### src/hw/rtl/spi_mbs_pkg.sv
`timescale 1ns / 1ps
// ----------------------------------------------------------------------------
// spi_mbs_pkg
// Types and constants shared by the spi master byte shifter modules.
// ----------------------------------------------------------------------------
package spi_mbs_pkg;

  localparam int unsigned ByteBits   = 8;
  localparam int unsigned HalfBits   = 16;
  localparam int unsigned CfgIdxBits = 2;
  localparam int unsigned CfgDataBits = HalfBits;

  typedef enum logic [CfgIdxBits-1:0] {
    CFG_CPOL              = 2'd0,
    CFG_CPHA              = 2'd1,
    CFG_HALF_PERIOD_TICKS = 2'd2,
    CFG_DELAY_ENABLE      = 2'd3
  } cfg_idx_e;

  typedef enum logic {
    MODE_TICK = 1'b0,
    MODE_LOAD = 1'b1
  } mode_e;

  typedef struct packed {
    logic                cpol;
    logic                cpha;
    logic [HalfBits-1:0] half_period_ticks;
    logic                delay_enable;
  } cfg_t;

  typedef struct packed {
    logic                mode;
    logic [ByteBits-1:0] tx_byte;
    logic                end_of_transfer;
    logic                cipo_level;
  } req_t;

  typedef struct packed {
    logic                sck_level;
    logic                copi_level;
    logic [ByteBits-1:0] rx_byte;
    logic                rx_done;
    logic                busy_res;
  } res_t;

endpackage

### src/hw/rtl/spi_mbs_engine.sv
`timescale 1ns / 1ps
// ----------------------------------------------------------------------------
// spi_mbs_engine
// Bit timing and shift state; updates once per accepted request.
// ----------------------------------------------------------------------------
module spi_mbs_engine #(
  parameter int unsigned WORD_BITS        = 8,
  parameter int unsigned TICK_COUNT_WIDTH = 16
) (
  input  logic                clk_i,
  input  logic                rst_ni,
  input  logic                accept_i,
  input  spi_mbs_pkg::req_t   req_i,
  input  spi_mbs_pkg::cfg_t   cfg_i,
  output spi_mbs_pkg::res_t   res_o
);
  import spi_mbs_pkg::*;

  localparam int unsigned IdxBits = (WORD_BITS > 1) ? $clog2(WORD_BITS) : 1;
  localparam logic [IdxBits-1:0] LastIdx = IdxBits'(WORD_BITS - 1);

  logic [WORD_BITS-1:0]        send_q, send_d;
  logic [WORD_BITS-1:0]        recv_q, recv_d;
  logic [IdxBits-1:0]          bit_q, bit_d;
  logic                        second_q, second_d;
  logic [TICK_COUNT_WIDTH-1:0] tick_q, tick_d;
  logic                        active_q, active_d;
  logic                        last_q, last_d;
  logic                        sck_q, sck_d;
  logic                        copi_q, copi_d;

  logic [HalfBits-1:0]         half_raw;
  logic [TICK_COUNT_WIDTH-1:0] half_len;
  logic [TICK_COUNT_WIDTH-1:0] tick_inc;
  logic [WORD_BITS-1:0]        rx_word;
  logic                        done;

  always_comb begin
    half_raw = cfg_i.delay_enable ? cfg_i.half_period_ticks : HalfBits'(1);
    if (half_raw == '0) begin
      half_raw = HalfBits'(1);
    end
    half_len = TICK_COUNT_WIDTH'({{TICK_COUNT_WIDTH{1'b0}}, half_raw});
    if (half_len == '0) begin
      half_len = '1;
    end
  end

  assign tick_inc = tick_q + TICK_COUNT_WIDTH'(1);

  always_comb begin
    send_d   = send_q;
    recv_d   = recv_q;
    bit_d    = bit_q;
    second_d = second_q;
    tick_d   = tick_q;
    active_d = active_q;
    last_d   = last_q;
    sck_d    = sck_q;
    copi_d   = copi_q;
    done     = 1'b0;
    rx_word  = '0;
    if (accept_i) begin
      if (req_i.mode == MODE_LOAD) begin
        if (!active_q) begin
          send_d   = WORD_BITS'({{WORD_BITS{1'b0}}, req_i.tx_byte});
          recv_d   = '0;
          last_d   = req_i.end_of_transfer;
          active_d = 1'b1;
          bit_d    = '0;
          second_d = 1'b0;
          tick_d   = '0;
          sck_d    = cfg_i.cpol;
        end
      end else if (active_q) begin
        tick_d = tick_inc;
        if (tick_inc >= half_len) begin
          tick_d = '0;
          if (!second_q) begin
            if (cfg_i.cpha) begin
              recv_d = {recv_q[WORD_BITS-2:0], req_i.cipo_level};
            end else begin
              copi_d = send_q[WORD_BITS-1];
              send_d = {send_q[WORD_BITS-2:0], 1'b0};
            end
            sck_d    = ~cfg_i.cpol;
            second_d = 1'b1;
          end else begin
            if (cfg_i.cpha) begin
              copi_d = send_q[WORD_BITS-1];
              send_d = {send_q[WORD_BITS-2:0], 1'b0};
            end else begin
              recv_d = {recv_q[WORD_BITS-2:0], req_i.cipo_level};
            end
            second_d = 1'b0;
            if (bit_q == LastIdx) begin
              bit_d    = '0;
              done     = 1'b1;
              rx_word  = recv_d;
              active_d = 1'b0;
              if (last_q) begin
                sck_d  = cfg_i.cpol;
                copi_d = 1'b0;
                last_d = 1'b0;
              end
            end else begin
              bit_d = bit_q + IdxBits'(1);
              sck_d = cfg_i.cpol;
            end
          end
        end
      end
    end
  end

  always_comb begin
    res_o.sck_level  = sck_d;
    res_o.copi_level = copi_d;
    res_o.rx_byte    = ByteBits'({{ByteBits{1'b0}}, rx_word});
    res_o.rx_done    = done;
    res_o.busy_res   = active_d;
  end

  always_ff @(posedge clk_i or negedge rst_ni) begin
    if (!rst_ni) begin
      send_q   <= '0;
      recv_q   <= '0;
      bit_q    <= '0;
      second_q <= 1'b0;
      tick_q   <= '0;
      active_q <= 1'b0;
      last_q   <= 1'b0;
      sck_q    <= 1'b0;
      copi_q   <= 1'b0;
    end else begin
      send_q   <= send_d;
      recv_q   <= recv_d;
      bit_q    <= bit_d;
      second_q <= second_d;
      tick_q   <= tick_d;
      active_q <= active_d;
      last_q   <= last_d;
      sck_q    <= sck_d;
      copi_q   <= copi_d;
    end
  end

endmodule

### src/hw/rtl/spi_master_byte_shifter.sv
`timescale 1ns / 1ps
// ----------------------------------------------------------------------------
// spi_master_byte_shifter
// SPI master that shifts one word MSB first, paced by tick requests.
// ----------------------------------------------------------------------------
// usage:
//   in channel  (in_valid_i / in_stall_o / in_data_i): one request per tick of
//     the serial timing base, or a load of the word to send
//   out channel (out_valid_o / out_stall_i / out_data_o): one result per
//     request with the line levels, received byte, done flag and busy flag
//   config port (cfg_we_i / cfg_idx_i / cfg_data_i): polarity, phase, half
//     period in ticks and delay enable; write only while idle
// result: registered, valid in the cycle after the request is accepted
// throughput: one request per cycle while in_stall_o is low, since the
//   combinational state update feeds the output register
// reset: shifter idle, sck and copi low, config at its defaults
// stall: while a result waits in the output register and the receiver
//   stalls, in_stall_o is raised and the shifter state holds
// ----------------------------------------------------------------------------
module spi_master_byte_shifter #(
  parameter int unsigned WORD_BITS        = 8,
  parameter int unsigned TICK_COUNT_WIDTH = 16
) (
  input  logic                                   clk_i,
  input  logic                                   rst_ni,
  input  logic                                   in_valid_i,
  output logic                                   in_stall_o,
  input  spi_mbs_pkg::req_t                      in_data_i,
  output logic                                   out_valid_o,
  input  logic                                   out_stall_i,
  output spi_mbs_pkg::res_t                      out_data_o,
  input  logic                                   cfg_we_i,
  input  logic [spi_mbs_pkg::CfgIdxBits-1:0]     cfg_idx_i,
  input  logic [spi_mbs_pkg::CfgDataBits-1:0]    cfg_data_i
);
  import spi_mbs_pkg::*;

  cfg_t cfg_q;
  res_t res;
  res_t out_q;
  logic out_valid_q;
  logic accept;

  // output register frees up when empty or being taken
  assign in_stall_o = out_valid_q && out_stall_i;
  assign accept     = in_valid_i && !in_stall_o;

  always_ff @(posedge clk_i or negedge rst_ni) begin
    if (!rst_ni) begin
      cfg_q.cpol              <= 1'b0;
      cfg_q.cpha              <= 1'b0;
      cfg_q.half_period_ticks <= HalfBits'(1);
      cfg_q.delay_enable      <= 1'b1;
    end else if (cfg_we_i) begin
      case (cfg_idx_e'(cfg_idx_i))
        CFG_CPOL:              cfg_q.cpol              <= cfg_data_i[0];
        CFG_CPHA:              cfg_q.cpha              <= cfg_data_i[0];
        CFG_HALF_PERIOD_TICKS: cfg_q.half_period_ticks <= cfg_data_i[HalfBits-1:0];
        CFG_DELAY_ENABLE:      cfg_q.delay_enable      <= cfg_data_i[0];
        default: ;
      endcase
    end
  end

  spi_mbs_engine #(
    .WORD_BITS       (WORD_BITS),
    .TICK_COUNT_WIDTH(TICK_COUNT_WIDTH)
  ) u_engine (
    .clk_i   (clk_i),
    .rst_ni  (rst_ni),
    .accept_i(accept),
    .req_i   (in_data_i),
    .cfg_i   (cfg_q),
    .res_o   (res)
  );

  always_ff @(posedge clk_i or negedge rst_ni) begin
    if (!rst_ni) begin
      out_valid_q <= 1'b0;
    end else if (accept) begin
      out_valid_q <= 1'b1;
    end else if (!out_stall_i) begin
      out_valid_q <= 1'b0;
    end
  end

  always_ff @(posedge clk_i) begin
    if (accept) begin
      out_q <= res;
    end
  end

  assign out_valid_o = out_valid_q;
  assign out_data_o  = out_q;

`ifndef SYNTHESIS
  a_stall_only_when_full: assert property (@(posedge clk_i) disable iff (!rst_ni)
    in_stall_o |-> out_valid_o)
    else $error("input stalled with empty output register");

  a_done_clears_busy: assert property (@(posedge clk_i) disable iff (!rst_ni)
    (out_valid_o && out_data_o.rx_done) |-> !out_data_o.busy_res)
    else $error("word finished while still busy");

  a_rx_zero_unless_done: assert property (@(posedge clk_i) disable iff (!rst_ni)
    (out_valid_o && !out_data_o.rx_done) |-> (out_data_o.rx_byte == '0))
    else $error("received byte shown without done");

  a_result_after_accept: assert property (@(posedge clk_i) disable iff (!rst_ni)
    (in_valid_i && !in_stall_o) |=> out_valid_o)
    else $error("accepted request produced no result");
`endif

endmodule

### config.mk
export PLATFORM = sky130hd
export DESIGN_NAME = spi_master_byte_shifter
export DESIGN_NICKNAME = d
export VERILOG_FILES = /design/src/hw/rtl/spi_mbs_pkg.sv /design/src/hw/rtl/spi_mbs_engine.sv /design/src/hw/rtl/spi_master_byte_shifter.sv
export SDC_FILE = /design/constraint.sdc
export NUM_CORES = 1
export LEC_CHECK = 0
export BUFFER_PORTS_ARGS = -buffer_cell sky130_fd_sc_hd__buf_2
export CORE_MARGIN = 5
export CORE_UTILIZATION = 60
export DETAILED_ROUTE_END_ITERATION = 12
export HOLD_SLACK_MARGIN = 0.02
export PLACE_DENSITY = 0.82
export SYNTH_ARGS = -nofsm -noshare
export SYNTH_HDL_FRONTEND = slang
export SYNTH_SLANG_ARGS = --single-unit
### constraint.sdc
create_clock -name clk_i -period 5.5 [get_ports clk_i]
set_clock_uncertainty 0.15 [all_clocks]
set_input_delay 1.1 -clock clk_i [delete_from_list [all_inputs] [get_ports clk_i]]
set_output_delay 1.1 -clock clk_i [all_outputs]
set_load 0.02 [all_outputs]
### After elaboration in Yosys (flattened, before gate mapping)

Cells that the tools add are included.

| storage, ports and cells | value |
|---|---|
| output and inout bits | 14 |
| register bits | 72 |

| cells by class | value |
|---|---|
| bitwise gates (word level) | 5 |
| magnitude comparators | 1 |
| equal/unequal tests | 8 |
| add/sub/neg operators | 2 |
| reduce and logical (&&, ||, !) cells | 23 |
| multiplexer cells | 64 |

Operators with widths:

| operator | number |
|---|---|
| $mux W16 | 7 |
| $mux W8 | 14 |
| $mux W1 | 37 |
| $logic_not A16 Y1 | 2 |
| $mux W3 | 6 |
| $add A16 B1 Y16 const B | 1 |
| $ge A16 B16 Y1 | 1 |
| $reduce_and A6 Y1 | 2 |
| $reduce_and A5 Y1 | 2 |
| $reduce_and A2 Y1 | 4 |
| $reduce_bool A2 Y1 | 4 |
| $not A1 Y1 | 5 |
| $reduce_or A5 Y1 | 1 |
| $eq A2 B2 Y1 const B | 2 |
| $reduce_and A4 Y1 | 1 |
| $reduce_or A4 Y1 | 1 |
| $add A3 B1 Y3 const B | 1 |
| $eq A3 B3 Y1 const B | 1 |
| $ne A3 B2 Y1 const B | 1 |
| $ne A3 B3 Y1 const B | 1 |
| $reduce_and A3 Y1 | 1 |
| $reduce_bool A3 Y1 | 1 |
| $eq A2 B1 Y1 const B | 1 |
| $logic_and A1 B1 Y1 | 2 |
| other kinds (4) | 4 |

### Longest topological paths before layout

| logic depth | value |
|---|---|
| depth after elaboration | 10 |
| gate-level depth with buffers | 15 |
| mapped depth without buffers | 13 |

### Hierarchy

Synthesis repeated with hierarchy kept, for this count alone.

| unflattened totals | value |
|---|---|
| cell total of the unflattened synthesis | 373 |
| area total of the unflattened synthesis | 4025.1 sq um |

By module, submodules not included:

| module | instances | cells each | area each (sq um) |
|---|---|---|---|
| spi_mbs_engine | 1 | 314 | 2840.2 |
| spi_master_byte_shifter | 1 | 59 | 1184.9 |

### Worst setup path after synthesis

Ideal clock, no wire load.

| timing path | value |
|---|---|
| path type | flip-flop to flip-flop |
| from | register u_engine.tick_q[0] |
| to | register out_q (netlist bit out_data_o[2]), data pin |
| cell stages (with the launch flop) | 16 |
| slack | 1819 ps |
| buffers on the path | 2 |
| clock period less this slack | 3681 ps |
| arrival | 3394 ps |
| setup time | 137 ps |
| cell sequence | dfrtp_1 > ha_1 > and3_1 > nand3_1 > nor2_1 > nand3_1 > xnor2_1 > ha_1 > and4_1 > nand4_1 > or3_4 > and3_4 > buf_6 > or4_4 > buf_6 > nor2_2 |

| on the way | value |
|---|---|
| word-level cells in the longest chain between the ends | 4 |

Ends and longest elaborated chain:

| element | line | text |
|---|---|---|
| from (decl) | spi_mbs_engine.sv:26 | `logic [TICK_COUNT_WIDTH-1:0] tick_q, tick_d;` |
| from (signal assigned) | spi_mbs_engine.sv:140 | `tick_q <= tick_d;` |
| $add A16 B1 Y16 | spi_mbs_engine.sv:49 | `assign tick_inc = tick_q + TICK_COUNT_WIDTH'(1);` |
| $ge A16 B16 Y1 | spi_mbs_engine.sv:77 | `if (tick_inc >= half_len) begin` |
| $not A1 Y1 (no source line) | -- |  |
| $reduce_or A5 Y1 (no source line) | -- |  |
| to (signal assigned) | spi_master_byte_shifter.sv:89 | `out_q <= res;` |
| to (decl) | spi_master_byte_shifter.sv:40 | `res_t out_q;` |

No other way between the ends.
A chain may end at the register's enable or synchronous reset.

### Worst setup path after layout

| timing path | value |
|---|---|
| from | register u_engine.tick_q[0] |
| to | register u_engine.tick_q[10] |

| on the way | value |
|---|---|
| word-level cells in the longest chain between the ends | 5 |

Ends and longest elaborated chain:

| element | line | text |
|---|---|---|
| $add A16 B1 Y16 * | spi_mbs_engine.sv:49 |  |
| $ge A16 B16 Y1 | spi_mbs_engine.sv:77 |  |
| $mux W16 * | spi_mbs_engine.sv:77 |  |
| $mux W16 * | spi_mbs_engine.sv:75 | `end else if (active_q) begin` |
| $mux W16 * | spi_mbs_engine.sv:64 | `if (req_i.mode == MODE_LOAD) begin` |

Every way passes the cells marked *; elsewhere a longest branch is shown, timed or not. The select of a mux whose other input is x is not followed.

==> results.cfg <==
[setup_path]
ff2ff_path_depth = 13
worstPathMaxFanout = 24
timing.setup.critical_path_class = register to register
crit-reg2reg-launch = u_engine.tick_q[0]
data_required_time_of_the_worst_path_ns = 5.60
worst_r2r_endpoint = u_engine.tick_q[10]
worst_setup_path_start_kind = register
timing.critical_path.to_type = register
r2r_setup_slack_ns = 1.04
crit_path_arrival_time_ns = 4.56

[die]
die-width_um = 91.10
floorplan.initialDensity_pct = 61.79
pin_count = 48
floorplan.core_area_sq_um = 6386
fp-row-count = 29
fp.dieH_um = 91.10
dieArea_sq_um = 8299

[final_layout]
multi_input_combinational_cell_area_sq_um = 1967
final_layout_size_suffix_gt1_share_pct = 27.56
diodes = 0
fill_count = 493
finalNonFillerCells = 487
fin_util_pct = 69.12
area.sequential_sq_um = 1864
layout_area_growth_over_synthesis_pct = 11.86
nets = 460

[yosys]
syn-cell-area_sq_um = 3946
sequential_area_share_after_synthesis_pct = 47.24
cells_after_synth = 363
yosys-top-cells-count = 58 x sky130_fd_sc_hd__dfrtp_1, 43 x sky130_fd_sc_hd__nand2_1, 36 x sky130_fd_sc_hd__mux2_2
yosys_most_used_dff = sky130_fd_sc_hd__dfrtp_1
synthDominantCellAreaShare_pct = 36.78
netlist_top_cells_area = sky130_fd_sc_hd__dfrtp_1 37%, sky130_fd_sc_hd__mux2_2 10%, sky130_fd_sc_hd__edfxtp_1 9.1%, sky130_fd_sc_hd__ha_1 6.7%, sky130_fd_sc_hd__nand2_1 4.1%
synth-edff-count = 12
synth_async_sr_flop_share_pct = 83.33
synth_top_cell_by_area = sky130_fd_sc_hd__dfrtp_1
most_numerous_cell_in_the_yosys_netlist = sky130_fd_sc_hd__dfrtp_1
yosys_register_bits = 72
synth_warnings = 0
syn_avg_cell_area_sq_um = 10.87
syn_nets = 418
number_of_different_library_cells_in_the_post_synthesis_netlist = 48

[global_routing]
globalRouteMet2Util_pct = 31.55
grt_first_pass_wirelength_mm = 13.51
gr-total-overflow = 0
initial_antenna_violation_count = 0
gr-usage-all-layers_pct = 19.59
grt_max_degree = 61
use_met1_pct = 27.05
first_global_vias = 2932
grt-busiest-layer = met2
grt_use_met3_pct = 3.802

[drt]
route.detailed.wl_per_inst_um = 15.95
post-route-drc-count = 0
detail_route.vias_per_cell = 5.936
first_iter_violations = 139
num_vias = 2891
antenna_nets_post_route = 0
wirelength_mm = 7.767
drt-pass1-iter-count = 4

[hold_path]
min_from = u_engine.send_q[0]
hold_depth = 1
hold_path_class = register to register
whs_endpoint = u_engine.send_q[0]

[status]
run_status = finished clean

[run]
max_cap_violations = 0

[cts]
postCtsHoldBufs = 0
cts_buffer_depth = 2
tritoncts = yes
clock_sink_count = 72
h-tree-depth = 3
cts_repair_resize_count = 0
post_cts_buffers = 0
num_cts_buffers = 9
clkTransAtPathRegs_ns = 0.08
cts_root_buffer_type = sky130_fd_sc_hd__clkbuf_8
insertion_delay_ns = 0.34

[power]
vdd_drop_max_uv = 249.3
total_power_mw = 1.442
leakagePower_nw = 2.031
cellPowerDensity_nw_per_um2 = 326.8

[timing]
post-route-worst-setup-slack_ns = 1.041
drv_slew = 0
worst_slew_margin_relative_to_its_limit_pct = 49.39
max_frequency_mhz = 224.2
count_of_endpoints_failing_hold_in_the_final_timing_report = 0
final-setup-viol-count = 0
max_slew.worst_pin.slew_ns = 0.7591
final.setup.tns_ns = 0
post-route-min-period_ns = 4.459
post-route-period-util_pct = 81.08
rsz_0062_raised_after_global_routing = false

[placed_design]
placer_s_final_routability_congestion_estimate = 0.8828
port-buffer-count = 47
placed_cells = 471
dp_hpwl_mm = 5.662
pre_cts_slack_ns = 1.114
==> stage by stage <==
step	hold slack (ns)	cell area (sq um)
global placement	0.3087	4204
CTS	0.3375	4414
global route	0.3659	4414
detailed placement	0.3199	4204
finish	0.3351	4414
floorplan	0.2952	3946
==> logic make-up (layout without fill, tap and decap cells) <==
group	count (synthesis)	after routing	synth area share (%)
AOI/OAI and AO/OA	66	66	11.19
xor gates and xnor gates	16	16	3.551
adders and majority gates	21	21	6.658
buffers and inverters	26	73	2.917
DFF	72	72	47.24
muxes	51	51	14.08
and+or+nand+nor	111	111	14.36
==> worst max-delay path by stage <==
stage                       startpoint                  end  slack, ns  cells after the start
detailed placement  u_engine.tick_q[0]  u_engine.tick_q[10]       1.11                     13
global placement    u_engine.tick_q[0]  u_engine.tick_q[15]       1.34                     12
finish              u_engine.tick_q[0]  u_engine.tick_q[10]       1.04                     13
CTS                 u_engine.tick_q[0]  u_engine.tick_q[10]       1.09                     12
global route        u_engine.tick_q[0]  u_engine.tick_q[13]       0.65                     13
floorplan           u_engine.tick_q[0]        out_data_o[2]       1.82                     15
==> layer usage <==
metal / part of all wire [%] / vias up
li1: - / 1411
met1: 46 / 1387
met3: 5.5 / 10
met4: 1.5 / 0
met5: 0 / -
met2: 47 / 83
==> cell usage in the layout (no fill, tap or decap), types with 5 or more instances in the layout <==
cell | Yosys | final
sky130_fd_sc_hd__xor2_1 | 8 | 8
sky130_fd_sc_hd__o21ai_0 | 13 | 13
sky130_fd_sc_hd__buf_2 | 2 | 47
sky130_fd_sc_hd__mux2i_1 | 15 | 15
sky130_fd_sc_hd__clkbuf_8 | 0 | 9
sky130_fd_sc_hd__nor2_2 | 8 | 8
sky130_fd_sc_hd__nand2_1 | 43 | 43
sky130_fd_sc_hd__xnor2_1 | 8 | 8
sky130_fd_sc_hd__inv_1 | 9 | 9
sky130_fd_sc_hd__and3_1 | 7 | 7
sky130_fd_sc_hd__nand3_1 | 13 | 13
sky130_fd_sc_hd__dfrtp_1 | 58 | 58
sky130_fd_sc_hd__nor2_1 | 12 | 12
sky130_fd_sc_hd__a22o_1 | 13 | 13
sky130_fd_sc_hd__nor3_1 | 5 | 5
sky130_fd_sc_hd__ha_1 | 21 | 21
sky130_fd_sc_hd__a31oi_1 | 12 | 12
sky130_fd_sc_hd__mux2_2 | 36 | 36
sky130_fd_sc_hd__a21oi_1 | 13 | 13
sky130_fd_sc_hd__edfxtp_1 | 12 | 12
==> sequential cells by signal, indices dropped and copies added, names as in the netlist <==
signal and cells:
cfg_q 19, u_engine.tick_q 16, out_data_o 12, u_engine.recv_q 8, u_engine.send_q 8, u_engine.bit_q 3
out_valid_o 1, u_engine.active_q 1, u_engine.copi_q 1, u_engine.last_q 1, u_engine.sck_q 1, u_engine.second_q 1
==> final cells by class <==
class	instances	share of cell area, %
clock buffers	9	2.806
clock inverters	7	1.956
inverters	9	0.7653
multi-input cells	265	44.56
flip-flops and latches	72	42.23
well taps	77	2.183
repair buffers	48	5.499
==> worst max-delay path: stages, from the launching register on <==
cell	delay (ns)
sky130_fd_sc_hd__dfrtp_1	0.42
sky130_fd_sc_hd__ha_1	0.25
sky130_fd_sc_hd__and3_1	0.21
sky130_fd_sc_hd__nand3_1	0.20
sky130_fd_sc_hd__nor2_1	0.31
sky130_fd_sc_hd__nand3_1	0.14
sky130_fd_sc_hd__xnor2_1	0.29
sky130_fd_sc_hd__ha_1	0.30
sky130_fd_sc_hd__o21ai_0	0.15
sky130_fd_sc_hd__nor2_1	0.05
sky130_fd_sc_hd__a211oi_1	0.62
sky130_fd_sc_hd__and4_1	0.82
sky130_fd_sc_hd__o21ai_0	0.22
sky130_fd_sc_hd__a31oi_1	0.22
==> report_power, final <==
group,internal [mW],switching (mW),total [mW]
Combinational,0.150,0.144,0.294
Sequential,0.627,0.0751,0.702
Clock,0.252,0.195,0.446
Power figures use the tool's default switching activity.
